--- src/kvlp_pkg.sv ---
`default_nettype none

package kvlp_pkg;

    // depth of the queue between the classifier and the parser
    localparam int QueueDepth = 4;

    // event kinds
    localparam logic [2:0] EvHeader = 3'd0;
    localparam logic [2:0] EvKey    = 3'd1;
    localparam logic [2:0] EvValue  = 3'd2;
    localparam logic [2:0] EvData   = 3'd3;
    localparam logic [2:0] EvError  = 3'd4;

    // error codes
    localparam logic [1:0] ErrNone      = 2'd0;
    localparam logic [1:0] ErrVersion   = 2'd1;
    localparam logic [1:0] ErrTruncated = 2'd2;

    // byte codes
    localparam logic [7:0] VersionByte = 8'd1;
    localparam logic [7:0] CountEscape = 8'd255;
    localparam logic [6:0] KeyEscape16 = 7'd126;
    localparam logic [6:0] KeyEscape32 = 7'd127;

    // one stream byte with its decoded properties
    typedef struct packed {
        logic [7:0] raw;
        logic       eos;
        logic       top;
        logic [6:0] low;
        logic       esc16;
        logic       esc32;
        logic       esc_ff;
        logic       is_version;
    } cls_t;

    // queue read side as seen by the parser
    typedef struct packed {
        logic valid;
        cls_t data;
    } qrd_t;

endpackage

`default_nettype wire

--- src/kvlp_front.sv ---
`default_nettype none

module kvlp_front (
    input  wire logic         in_valid,
    output logic              in_stall,
    input  wire logic [7:0]   data_byte,
    input  wire logic         end_of_stream,
    input  wire logic         q_full,
    output logic              push,
    output kvlp_pkg::cls_t    cls
);
    import kvlp_pkg::*;

    // request taken whenever the queue has room
    assign in_stall = q_full;
    assign push     = in_valid && !q_full;

    always_comb
    begin
        cls.raw        = data_byte;
        cls.eos        = end_of_stream;
        cls.top        = data_byte[7];
        cls.low        = data_byte[6:0];
        cls.esc16      = (data_byte[6:0] == KeyEscape16);
        cls.esc32      = (data_byte[6:0] == KeyEscape32);
        cls.esc_ff     = (data_byte == CountEscape);
        cls.is_version = (data_byte == VersionByte);
    end

endmodule

`default_nettype wire

--- src/kvlp_queue.sv ---
`default_nettype none

module kvlp_queue #(
    parameter int DEPTH = kvlp_pkg::QueueDepth
) (
    input  wire logic           clk,
    input  wire logic           rst_n,
    input  wire logic           push,
    input  wire kvlp_pkg::cls_t wr_data,
    output logic                full,
    input  wire logic           pop,
    output kvlp_pkg::qrd_t      rd
);
    import kvlp_pkg::*;

    localparam int PTR_W = (DEPTH > 1) ? $clog2(DEPTH) : 1;
    localparam int CNT_W = $clog2(DEPTH + 1);

    cls_t             entry_reg [DEPTH];
    logic [PTR_W-1:0] wr_ptr_reg, wr_ptr_next;
    logic [PTR_W-1:0] rd_ptr_reg, rd_ptr_next;
    logic [CNT_W-1:0] count_reg, count_next;

    function automatic logic [PTR_W-1:0] ptr_inc(input logic [PTR_W-1:0] p);
        logic [PTR_W-1:0] r;
        r = (p == PTR_W'(DEPTH - 1)) ? '0 : p + 1'b1;
        return r;
    endfunction

    assign full     = (count_reg == CNT_W'(DEPTH));
    assign rd.valid = (count_reg != '0);
    assign rd.data  = entry_reg[rd_ptr_reg];

    always_comb
    begin
        wr_ptr_next = push ? ptr_inc(wr_ptr_reg) : wr_ptr_reg;
        rd_ptr_next = pop ? ptr_inc(rd_ptr_reg) : rd_ptr_reg;
        count_next  = count_reg;
        if (push && !pop)
        begin
            count_next = count_reg + 1'b1;
        end
        else if (pop && !push)
        begin
            count_next = count_reg - 1'b1;
        end
    end

    always_ff @(posedge clk or negedge rst_n)
    begin
        if (!rst_n)
        begin
            wr_ptr_reg <= '0;
            rd_ptr_reg <= '0;
            count_reg  <= '0;
        end
        else
        begin
            wr_ptr_reg <= wr_ptr_next;
            rd_ptr_reg <= rd_ptr_next;
            count_reg  <= count_next;
        end
    end

    always_ff @(posedge clk)
    begin
        if (push)
        begin
            entry_reg[wr_ptr_reg] <= wr_data;
        end
    end

    // no push into a full queue, no pop from an empty one
    a_no_overflow: assert property (@(posedge clk) disable iff (!rst_n)
        push |-> !full)
        else $error("queue push while full");

    a_no_underflow: assert property (@(posedge clk) disable iff (!rst_n)
        pop |-> rd.valid)
        else $error("queue pop while empty");

endmodule

`default_nettype wire

--- src/kvlp_back.sv ---
`default_nettype none

module kvlp_back (
    input  wire logic          clk,
    input  wire logic          rst_n,
    input  wire kvlp_pkg::qrd_t rd,
    output logic               pop,
    output logic               out_valid,
    input  wire logic          out_stall,
    output logic [2:0]         event_kind,
    output logic [31:0]        key_id,
    output logic [31:0]        item_count,
    output logic [6:0]         value_kind,
    output logic [31:0]        value_length,
    output logic [7:0]         payload_byte,
    output logic               value_done,
    output logic               key_done,
    output logic               record_done,
    output logic [1:0]         error_code
);
    import kvlp_pkg::*;

    typedef enum logic [10:0] {
        PH_VERSION   = 11'b000_0000_0001,
        PH_KEYCOUNT  = 11'b000_0000_0010,
        PH_KEYBYTE   = 11'b000_0000_0100,
        PH_KEY16     = 11'b000_0000_1000,
        PH_KEY32     = 11'b000_0001_0000,
        PH_COUNTBYTE = 11'b000_0010_0000,
        PH_COUNT32   = 11'b000_0100_0000,
        PH_TYPE      = 11'b000_1000_0000,
        PH_SIZEBYTE  = 11'b001_0000_0000,
        PH_SIZE32    = 11'b010_0000_0000,
        PH_DATA      = 11'b100_0000_0000
    } phase_t;

    phase_t      phase_reg, phase_next;
    logic [1:0]  fbi_reg, fbi_next;
    logic [31:0] acc_reg, acc_next;
    logic [31:0] keys_reg, keys_next;
    logic [31:0] vals_reg, vals_next;
    logic [31:0] bytes_reg, bytes_next;
    logic [31:0] key_reg, key_next;
    logic [6:0]  type_reg, type_next;

    logic        out_valid_reg, out_valid_next;
    logic [2:0]  kind_reg;
    logic [31:0] key_id_reg, count_reg, length_reg;
    logic [6:0]  vkind_reg;
    logic [7:0]  payload_reg;
    logic        vdone_reg, kdone_reg, rdone_reg;
    logic [1:0]  err_reg;

    // event under construction
    logic        have_ev;
    logic [2:0]  ev_kind;
    logic [31:0] ev_key, ev_count, ev_length;
    logic [6:0]  ev_vkind;
    logic [7:0]  ev_payload;
    logic        ev_vdone, ev_kdone, ev_rdone;
    logic [1:0]  ev_err;

    // deferred steps of the decode
    logic        do_key, single, do_count, do_size, fin_value, fin_key;
    logic [31:0] key_val, count_val, size_val;

    cls_t        b;
    logic [31:0] acc_shift;
    logic        take;

    assign b         = rd.data;
    assign acc_shift = {acc_reg[23:0], b.raw};
    assign take      = rd.valid && (!out_valid_reg || !out_stall);
    assign pop       = take;

    always_comb
    begin
        phase_next = phase_reg;
        fbi_next   = fbi_reg;
        acc_next   = acc_reg;
        keys_next  = keys_reg;
        vals_next  = vals_reg;
        bytes_next = bytes_reg;
        key_next   = key_reg;
        type_next  = type_reg;

        have_ev    = 1'b0;
        ev_kind    = EvHeader;
        ev_key     = '0;
        ev_count   = '0;
        ev_length  = '0;
        ev_vkind   = '0;
        ev_payload = '0;
        ev_vdone   = 1'b0;
        ev_kdone   = 1'b0;
        ev_rdone   = 1'b0;
        ev_err     = ErrNone;

        do_key     = 1'b0;
        single     = 1'b0;
        do_count   = 1'b0;
        do_size    = 1'b0;
        fin_value  = 1'b0;
        fin_key    = 1'b0;
        key_val    = '0;
        count_val  = '0;
        size_val   = '0;

        case (phase_reg)
            PH_KEYCOUNT:
            begin
                acc_next = acc_shift;
                if (fbi_reg == 2'd3)
                begin
                    fbi_next  = '0;
                    keys_next = acc_shift;
                    have_ev   = 1'b1;
                    ev_kind   = EvHeader;
                    ev_count  = acc_shift;
                    if (acc_shift == '0)
                    begin
                        ev_rdone   = 1'b1;
                        phase_next = PH_VERSION;
                    end
                    else
                    begin
                        phase_next = PH_KEYBYTE;
                    end
                end
                else
                begin
                    fbi_next = fbi_reg + 1'b1;
                end
            end
            PH_KEYBYTE:
            begin
                vals_next = {31'b0, b.top};
                if (b.esc16)
                begin
                    phase_next = PH_KEY16;
                    fbi_next   = '0;
                    acc_next   = '0;
                end
                else if (b.esc32)
                begin
                    phase_next = PH_KEY32;
                    fbi_next   = '0;
                    acc_next   = '0;
                end
                else
                begin
                    do_key  = 1'b1;
                    key_val = {25'b0, b.low};
                    single  = b.top;
                end
            end
            PH_KEY16:
            begin
                acc_next = acc_shift;
                if (fbi_reg[0])
                begin
                    fbi_next = '0;
                    do_key   = 1'b1;
                    key_val  = {16'b0, acc_shift[15:0]};
                    single   = (vals_reg == 32'd1);
                end
                else
                begin
                    fbi_next = fbi_reg + 1'b1;
                end
            end
            PH_KEY32:
            begin
                acc_next = acc_shift;
                if (fbi_reg == 2'd3)
                begin
                    fbi_next = '0;
                    do_key   = 1'b1;
                    key_val  = acc_shift;
                    single   = (vals_reg == 32'd1);
                end
                else
                begin
                    fbi_next = fbi_reg + 1'b1;
                end
            end
            PH_COUNTBYTE:
            begin
                if (b.esc_ff)
                begin
                    phase_next = PH_COUNT32;
                    fbi_next   = '0;
                    acc_next   = '0;
                end
                else
                begin
                    do_count  = 1'b1;
                    count_val = {24'b0, b.raw};
                end
            end
            PH_COUNT32:
            begin
                acc_next = acc_shift;
                if (fbi_reg == 2'd3)
                begin
                    fbi_next  = '0;
                    do_count  = 1'b1;
                    count_val = acc_shift;
                end
                else
                begin
                    fbi_next = fbi_reg + 1'b1;
                end
            end
            PH_TYPE:
            begin
                type_next = b.low;
                if (b.top)
                begin
                    do_size  = 1'b1;
                    size_val = 32'd1;
                end
                else
                begin
                    phase_next = PH_SIZEBYTE;
                    fbi_next   = '0;
                    acc_next   = '0;
                end
            end
            PH_SIZEBYTE:
            begin
                if (b.esc_ff)
                begin
                    phase_next = PH_SIZE32;
                    fbi_next   = '0;
                    acc_next   = '0;
                end
                else
                begin
                    do_size  = 1'b1;
                    size_val = {24'b0, b.raw};
                end
            end
            PH_SIZE32:
            begin
                acc_next = acc_shift;
                if (fbi_reg == 2'd3)
                begin
                    fbi_next = '0;
                    do_size  = 1'b1;
                    size_val = acc_shift;
                end
                else
                begin
                    fbi_next = fbi_reg + 1'b1;
                end
            end
            PH_DATA:
            begin
                have_ev    = 1'b1;
                ev_kind    = EvData;
                ev_key     = key_reg;
                ev_vkind   = type_reg;
                ev_payload = b.raw;
                bytes_next = bytes_reg - 1'b1;
                if (bytes_reg == 32'd1)
                begin
                    ev_vdone  = 1'b1;
                    fin_value = 1'b1;
                end
            end
            default:
            begin
                if (!b.is_version)
                begin
                    phase_next = PH_VERSION;
                    have_ev    = 1'b1;
                    ev_kind    = EvError;
                    ev_err     = ErrVersion;
                end
                else
                begin
                    phase_next = PH_KEYCOUNT;
                    fbi_next   = '0;
                    acc_next   = '0;
                end
            end
        endcase

        // key decoded: single-value keys report a count of one at once
        if (do_key)
        begin
            key_next = key_val;
            if (single)
            begin
                do_count  = 1'b1;
                count_val = 32'd1;
            end
            else
            begin
                phase_next = PH_COUNTBYTE;
                fbi_next   = '0;
                acc_next   = '0;
            end
        end

        if (do_count)
        begin
            vals_next = count_val;
            have_ev   = 1'b1;
            ev_kind   = EvKey;
            ev_key    = key_next;
            ev_count  = count_val;
            if (count_val == '0)
            begin
                ev_kdone = 1'b1;
                fin_key  = 1'b1;
            end
            else
            begin
                phase_next = PH_TYPE;
            end
        end

        if (do_size)
        begin
            bytes_next = size_val;
            have_ev    = 1'b1;
            ev_kind    = EvValue;
            ev_key     = key_reg;
            ev_vkind   = type_next;
            ev_length  = size_val;
            if (size_val == '0)
            begin
                ev_vdone  = 1'b1;
                fin_value = 1'b1;
            end
            else
            begin
                phase_next = PH_DATA;
            end
        end

        // completion cascades value -> key -> record
        if (fin_value)
        begin
            vals_next = vals_reg - 1'b1;
            if (vals_reg == 32'd1)
            begin
                ev_kdone = 1'b1;
                fin_key  = 1'b1;
            end
            else
            begin
                phase_next = PH_TYPE;
            end
        end

        if (fin_key)
        begin
            keys_next = keys_reg - 1'b1;
            if (keys_reg == 32'd1)
            begin
                ev_rdone   = 1'b1;
                phase_next = PH_VERSION;
            end
            else
            begin
                phase_next = PH_KEYBYTE;
            end
        end

        // stream ends inside a record: drop everything, report truncation
        if (b.eos && (phase_next != PH_VERSION))
        begin
            phase_next = PH_VERSION;
            fbi_next   = '0;
            acc_next   = '0;
            keys_next  = '0;
            vals_next  = '0;
            bytes_next = '0;
            key_next   = '0;
            type_next  = '0;
            have_ev    = 1'b1;
            ev_kind    = EvError;
            ev_key     = '0;
            ev_count   = '0;
            ev_length  = '0;
            ev_vkind   = '0;
            ev_payload = '0;
            ev_vdone   = 1'b0;
            ev_kdone   = 1'b0;
            ev_rdone   = 1'b0;
            ev_err     = ErrTruncated;
        end
    end

    always_comb
    begin
        if (take && have_ev)
        begin
            out_valid_next = 1'b1;
        end
        else if (!out_stall)
        begin
            out_valid_next = 1'b0;
        end
        else
        begin
            out_valid_next = out_valid_reg;
        end
    end

    always_ff @(posedge clk or negedge rst_n)
    begin
        if (!rst_n)
        begin
            phase_reg     <= PH_VERSION;
            fbi_reg       <= '0;
            acc_reg       <= '0;
            keys_reg      <= '0;
            vals_reg      <= '0;
            bytes_reg     <= '0;
            key_reg       <= '0;
            type_reg      <= '0;
            out_valid_reg <= 1'b0;
        end
        else
        begin
            out_valid_reg <= out_valid_next;
            if (take)
            begin
                phase_reg <= phase_next;
                fbi_reg   <= fbi_next;
                acc_reg   <= acc_next;
                keys_reg  <= keys_next;
                vals_reg  <= vals_next;
                bytes_reg <= bytes_next;
                key_reg   <= key_next;
                type_reg  <= type_next;
            end
        end
    end

    always_ff @(posedge clk)
    begin
        if (take && have_ev)
        begin
            kind_reg    <= ev_kind;
            key_id_reg  <= ev_key;
            count_reg   <= ev_count;
            vkind_reg   <= ev_vkind;
            length_reg  <= ev_length;
            payload_reg <= ev_payload;
            vdone_reg   <= ev_vdone;
            kdone_reg   <= ev_kdone;
            rdone_reg   <= ev_rdone;
            err_reg     <= ev_err;
        end
    end

    assign out_valid    = out_valid_reg;
    assign event_kind   = kind_reg;
    assign key_id       = key_id_reg;
    assign item_count   = count_reg;
    assign value_kind   = vkind_reg;
    assign value_length = length_reg;
    assign payload_byte = payload_reg;
    assign value_done   = vdone_reg;
    assign key_done     = kdone_reg;
    assign record_done  = rdone_reg;
    assign error_code   = err_reg;

    // a finished record always leaves the parser waiting for a version byte
    a_record_done_idle: assert property (@(posedge clk) disable iff (!rst_n)
        (take && have_ev && ev_rdone) |=> (phase_reg == PH_VERSION))
        else $error("record done but parser not back at version");

    // truncation clears the running counts
    a_trunc_clears: assert property (@(posedge clk) disable iff (!rst_n)
        (take && have_ev && (ev_err == ErrTruncated))
            |=> (phase_reg == PH_VERSION) && (keys_reg == '0) && (fbi_reg == '0))
        else $error("truncation left state behind");

    // partial field bytes only exist inside a multi-byte field
    a_fbi_phase: assert property (@(posedge clk) disable iff (!rst_n)
        (fbi_reg != '0) |-> ((phase_reg == PH_KEYCOUNT) || (phase_reg == PH_KEY16)
            || (phase_reg == PH_KEY32) || (phase_reg == PH_COUNT32)
            || (phase_reg == PH_SIZE32)))
        else $error("field byte index outside multi-byte field");

endmodule

`default_nettype wire

--- src/keyed_value_list_parser_core.sv ---
`default_nettype none

// channel   direction  handshake              payload
// input     in         in_valid / in_stall    data_byte, end_of_stream
// output    out        out_valid / out_stall  event_kind .. error_code
//
// one stream byte is accepted per cycle while the queue has room; the
// parser retires one queued byte per cycle whenever the output register is
// free or being taken, so the sustained rate is one byte per clock
// an event's byte is written into the queue on the edge that accepts it, and
// the parser step from the queue head then loads the event output register
// rst_n clears the queue, the parse state and the output valid at once
// in_stall rises only when the queue is full; out_stall holds the event
// register and, once the queue fills, backs up into in_stall
module keyed_value_list_parser_core #(
    parameter int QUEUE_DEPTH = kvlp_pkg::QueueDepth
) (
    input  wire logic        clk,
    input  wire logic        rst_n,
    // input requests
    input  wire logic        in_valid,
    output logic             in_stall,
    input  wire logic [7:0]  data_byte,
    input  wire logic        end_of_stream,
    // output events
    output logic             out_valid,
    input  wire logic        out_stall,
    output logic [2:0]       event_kind,
    output logic [31:0]      key_id,
    output logic [31:0]      item_count,
    output logic [6:0]       value_kind,
    output logic [31:0]      value_length,
    output logic [7:0]       payload_byte,
    output logic             value_done,
    output logic             key_done,
    output logic             record_done,
    output logic [1:0]       error_code
);
    import kvlp_pkg::*;

    // front side: classify the byte and push it into the queue
    cls_t front_cls;
    logic front_push;
    logic q_full;
    qrd_t q_rd;
    logic q_pop;

    kvlp_front u_front (
        .in_valid      (in_valid),
        .in_stall      (in_stall),
        .data_byte     (data_byte),
        .end_of_stream (end_of_stream),
        .q_full        (q_full),
        .push          (front_push),
        .cls           (front_cls)
    );

    // short queue decouples the request side from the event side
    kvlp_queue #(
        .DEPTH (QUEUE_DEPTH)
    ) u_queue (
        .clk     (clk),
        .rst_n   (rst_n),
        .push    (front_push),
        .wr_data (front_cls),
        .full    (q_full),
        .pop     (q_pop),
        .rd      (q_rd)
    );

    // back side: record parser with its registered event output
    kvlp_back u_back (
        .clk          (clk),
        .rst_n        (rst_n),
        .rd           (q_rd),
        .pop          (q_pop),
        .out_valid    (out_valid),
        .out_stall    (out_stall),
        .event_kind   (event_kind),
        .key_id       (key_id),
        .item_count   (item_count),
        .value_kind   (value_kind),
        .value_length (value_length),
        .payload_byte (payload_byte),
        .value_done   (value_done),
        .key_done     (key_done),
        .record_done  (record_done),
        .error_code   (error_code)
    );

endmodule

`default_nettype wire
--- config.mk ---
export PLATFORM = sky130hd
export DESIGN_NAME = keyed_value_list_parser_core
export DESIGN_NICKNAME = d
export VERILOG_FILES = /design/src/kvlp_pkg.sv /design/src/kvlp_front.sv /design/src/kvlp_queue.sv /design/src/kvlp_back.sv /design/src/keyed_value_list_parser_core.sv
export SDC_FILE = /design/constraint.sdc
export NUM_CORES = 1
export LEC_CHECK = 0
export ABC_AREA = 1
export BUFFER_PORTS_ARGS = -buffer_cell sky130_fd_sc_hd__clkbuf_2
export CAP_MARGIN = 5
export CORE_MARGIN = 3
export CORE_UTILIZATION = 50
export CTS_CLUSTER_DIAMETER = 100
export DETAILED_ROUTE_END_ITERATION = 16
export PLACE_DENSITY = 0.68
export SETUP_SLACK_MARGIN = 0.05
export SKIP_CTS_REPAIR_TIMING = 1
export SLEW_MARGIN = 20
export SYNTH_ARGS = -nofsm -noshare
export SYNTH_HDL_FRONTEND = slang
export SYNTH_SLANG_ARGS = --single-unit
--- constraint.sdc ---
create_clock -name clk -period 6.75 [get_ports clk]
set_input_delay 0.3375 -clock clk [delete_from_list [all_inputs] [get_ports clk]]
set_output_delay 0.3375 -clock clk [all_outputs]
set_load 0.05 [all_outputs]
==> key figures <==
Worst setup path
  • Slowest stage cell, crit path: clkinv_1
  • Worst-path cell chain: ha_1 -> nand3_2 -> buf_4 -> clkinv_1 -> nand2_1 -> nand3_1 -> nor2_1 -> nand3_1 -> nand2_2 -> nand2_2 -> nand3_4 -> buf_12 -> nand2_1 -> nand2_2 -> buf_4 -> nand2_1 -> o21ai_0
  • Critical path peak fanout: 156
  • Crit start category: register
  • Critical Path RT: 7.22 ns
  • CP delay by family, top: simple AND/OR/NAND/NOR gates
  • Critical Path End Type: register
  • Reg2reg path depth: 17
  • Critical Path AT: 5.80 ns
  • WS Path Type: reg -> reg
  • Worst Path Buf+Inv: 4
  • Worst path max stage delay: 0.72 ns
  • R2R Path End: u_back.keys_reg[22]
  • Flop2flop setup slack: 1.42 ns
  • FF-to-FF Start: u_back.fbi_reg[0]

Clock network
  • Clock-pin slew of the registers on the worst-case setup and hold paths: 0.06 ns
  • CTS Buffer Depth: 3
  • Root Buffer: clkbuf_16
  • CTS H-Tree Depth: 2
  • Total CTS buffers: 40
  • Clk Latency, worst-skew pair: 0.57 ns
  • CTS tree: built
  • # clock sinks: 351

GRT
  • Initial antenna violation count: 3
  • Number of global-route vias before repair: 16700
  • Gr ovfl total: 0
  • Overall Global Routing Usage: 30.4%
  • Largest net degree at the start of global routing: 157
  • First-pass GRT wire length: 98.3 mm

Power
  • Switch share: 49.2%
  • Clock group share of total power: 21.6%
  • Pwr Density: 468 nW/um^2
  • Logic gate share of total power: 45.8%
  • Seq pwr share: 32.6%
  • Internal: 5190 uW
  • Pleak: 0.0107 uW
  • Maximum vdd drop: 433 uV
  • NetSw: 5020 uW

STA
  • Max Clk Rate: 188 MHz
  • Crit share post-route: 79.0%
  • Final hold viol count: 0
  • RSZ-0062 raised after global routing: no
  • Final WS setup: 1.42 ns
  • Setup Viol. Count Final: 0
  • Clock skew: 0.0208 ns
  • Worst Max-Slew Pin Slew: 1.08 ns
  • Relative slew slack: 27.0%
  • Setup TNS: 0 ns
  • Final Max Tran Viols: 0
  • Fin crit period: 5.33 ns

Logic synthesis
  • Flops & latches, synth: 351
  • Asr flop ratio synth: 51.3%
  • Top FF cell, synth: dfrtp_1
  • Top post-synthesis cells by area: edfxtp_1 26%, dfrtp_1 23%, nand2_1 10%
  • Seq/Total Area, Yosys: 49.5%
  • Synth area leader: edfxtp_1
  • Yosys cell types: 59
  • Commonest cells post-synth: 532 x nand2_1, 291 x inv_1, 265 x nor2_1
  • Share of the synthesized area in the top cell type: 26.4%
  • Post-synth EDFFs: 171
  • Count leader, synth: nand2_1
  • Synthesized netlist cell count: 2356
  • Post-synthesis cell area: 19500 sq um
  • Syn nets: 2384
  • Yosys warning count: 0
  • Syn_area_per_cell: 8.27 sq um

Min path
  • Worst min path class: in -> reg
  • Hold depth: 1
  • Min-Delay Endpoint: u_queue.entry_reg[1][17]
  • Hold path startpoint: data_byte[4]

Floorplanning
  • Starting Density: 51.2%
  • Io pins: 134
  • Row count: 71
  • Die area: 41400 sq um
  • Core Area: 38000 sq um
  • Die extent in y: 203 um
  • DIE WIDTH: 203 um

Drt
  • DRT iter0 DRCs: 2171
  • DRC: 0
  • Via Count: 17700
  • Drt wl/cell: 21.2 um
  • Post-route ant nets: 0
  • Avg Vias per Cell: 5.93
  • Total wire length: 63.3 mm
  • Drt pass-1 iters: 6

Placement
  • Port bufs: 133
  • DP Wirelength: 43.0 mm
  • Setup WS pre-CTS: 1.66 ns
  • Placer Congestion: 1.02

Cells and area
  • Diodes inserted: 0
  • Sequential standard cell area: 9640 sq um
  • Final nets: 2472
  • Multi-input logic area: 8140 sq um
  • Largest register FFs: 52
  • Share of layout cells above drive strength 1: 10.9%
  • Fill cells: 3538
  • Syn-to-layout area delta: 11.9%

Outcome
  • Status: completed

Job
  • Number of max-cap violations: 0
power by group through the flow:
| stage | sequential, uW | combinational [uW] | clock, uW |
|---|---|---|---|
| after floorplan | 4550 | 2220 | 0 |
| after detailed placement | 3350 | 4620 | 0 |
| after global routing | 3370 | 4980 | 2340 |
| after CTS | 3320 | 4630 | 2240 |
| after global placement | 3350 | 4550 | 0 |
| final | 3330 | 4680 | 2200 |
logic make-up after synthesis:
group / count (synthesis) / share of synthesized area [%]
xor+xnor: 76 / 3.42
compound gates: 411 / 13.1
flops: 351 / 49.5
mux: 1 / 0.0578
simple gates: 1086 / 24.0
fa+ha+maj: 15 / 1.00
buf+inv: 416 / 8.87
cell usage in the layout (no fill, tap or decap), drive strengths merged, types with 28 or more instances in the layout:
cell type,instances
xnor2,32
edfxtp,171
o2111ai,33
nor2,268
clkbuf,186
nand4,61
nor3,37
nand2,545
inv,302
buf,28
o21ai,154
o211ai,31
a21oi,38
dfrtp,179
o22ai,106
nand3,133
xor2,44
cell type report:
| cell class | count | area share, % |
|---|---|---|
| Sequential cell | 351 | 44.2 |
| Tap cell | 511 | 2.93 |
| Clock inverter | 19 | 0.850 |
| Inverter | 300 | 5.19 |
| Clock buffer | 54 | 5.21 |
| Timing Repair Buffer | 162 | 4.24 |
| Multi-Input combinational cell | 1589 | 37.3 |
worst max-delay path by stage:
stage | endpoint | startpoint | cells past startpoint
CTS | u_back.value_length[31] | u_back.fbi_reg[0] | 14
floorplan | u_back.error_code[0] | u_queue.rd_ptr_reg[0] | 18
global placement | u_back.keys_reg[18] | u_back.fbi_reg[0] | 17
global route | u_back.keys_reg[22] | u_back.fbi_reg[0] | 17
finish | u_back.keys_reg[22] | u_back.fbi_reg[0] | 17
detailed placement | u_back.key_id[13] | u_back.fbi_reg[0] | 14
through the flow:
step | utilization, % | std cells | total power, uW | cell area (sq um) | hold WS [ns]
2_1_floorplan | - | 2356 | 6780 | 19500 | 0.0419
3_3_place_gp | 53.7 | 2910 | 7900 | 20400 | 0.427
3_5_place_dp | 53.8 | 2911 | 7970 | 20500 | 0.429
4_1_cts | 57.3 | 2984 | 10200 | 21800 | -0.170
5_1_grt | 57.3 | 2986 | 10700 | 21800 | 0.0241
6_report | 57.3 | 2986 | 10200 | 21800 | 0.0239
layer usage:
layer  wire length (um)  global-route usage [%]  up-vias
met2              27700                    45.7      980
met5                 23                       0        -
met1              25900                    42.6     8353
met4               2990                    13.1        4
met3               6670                    6.99      215
li1                   -                       -     8147
(Power assumes the default switching activity.)
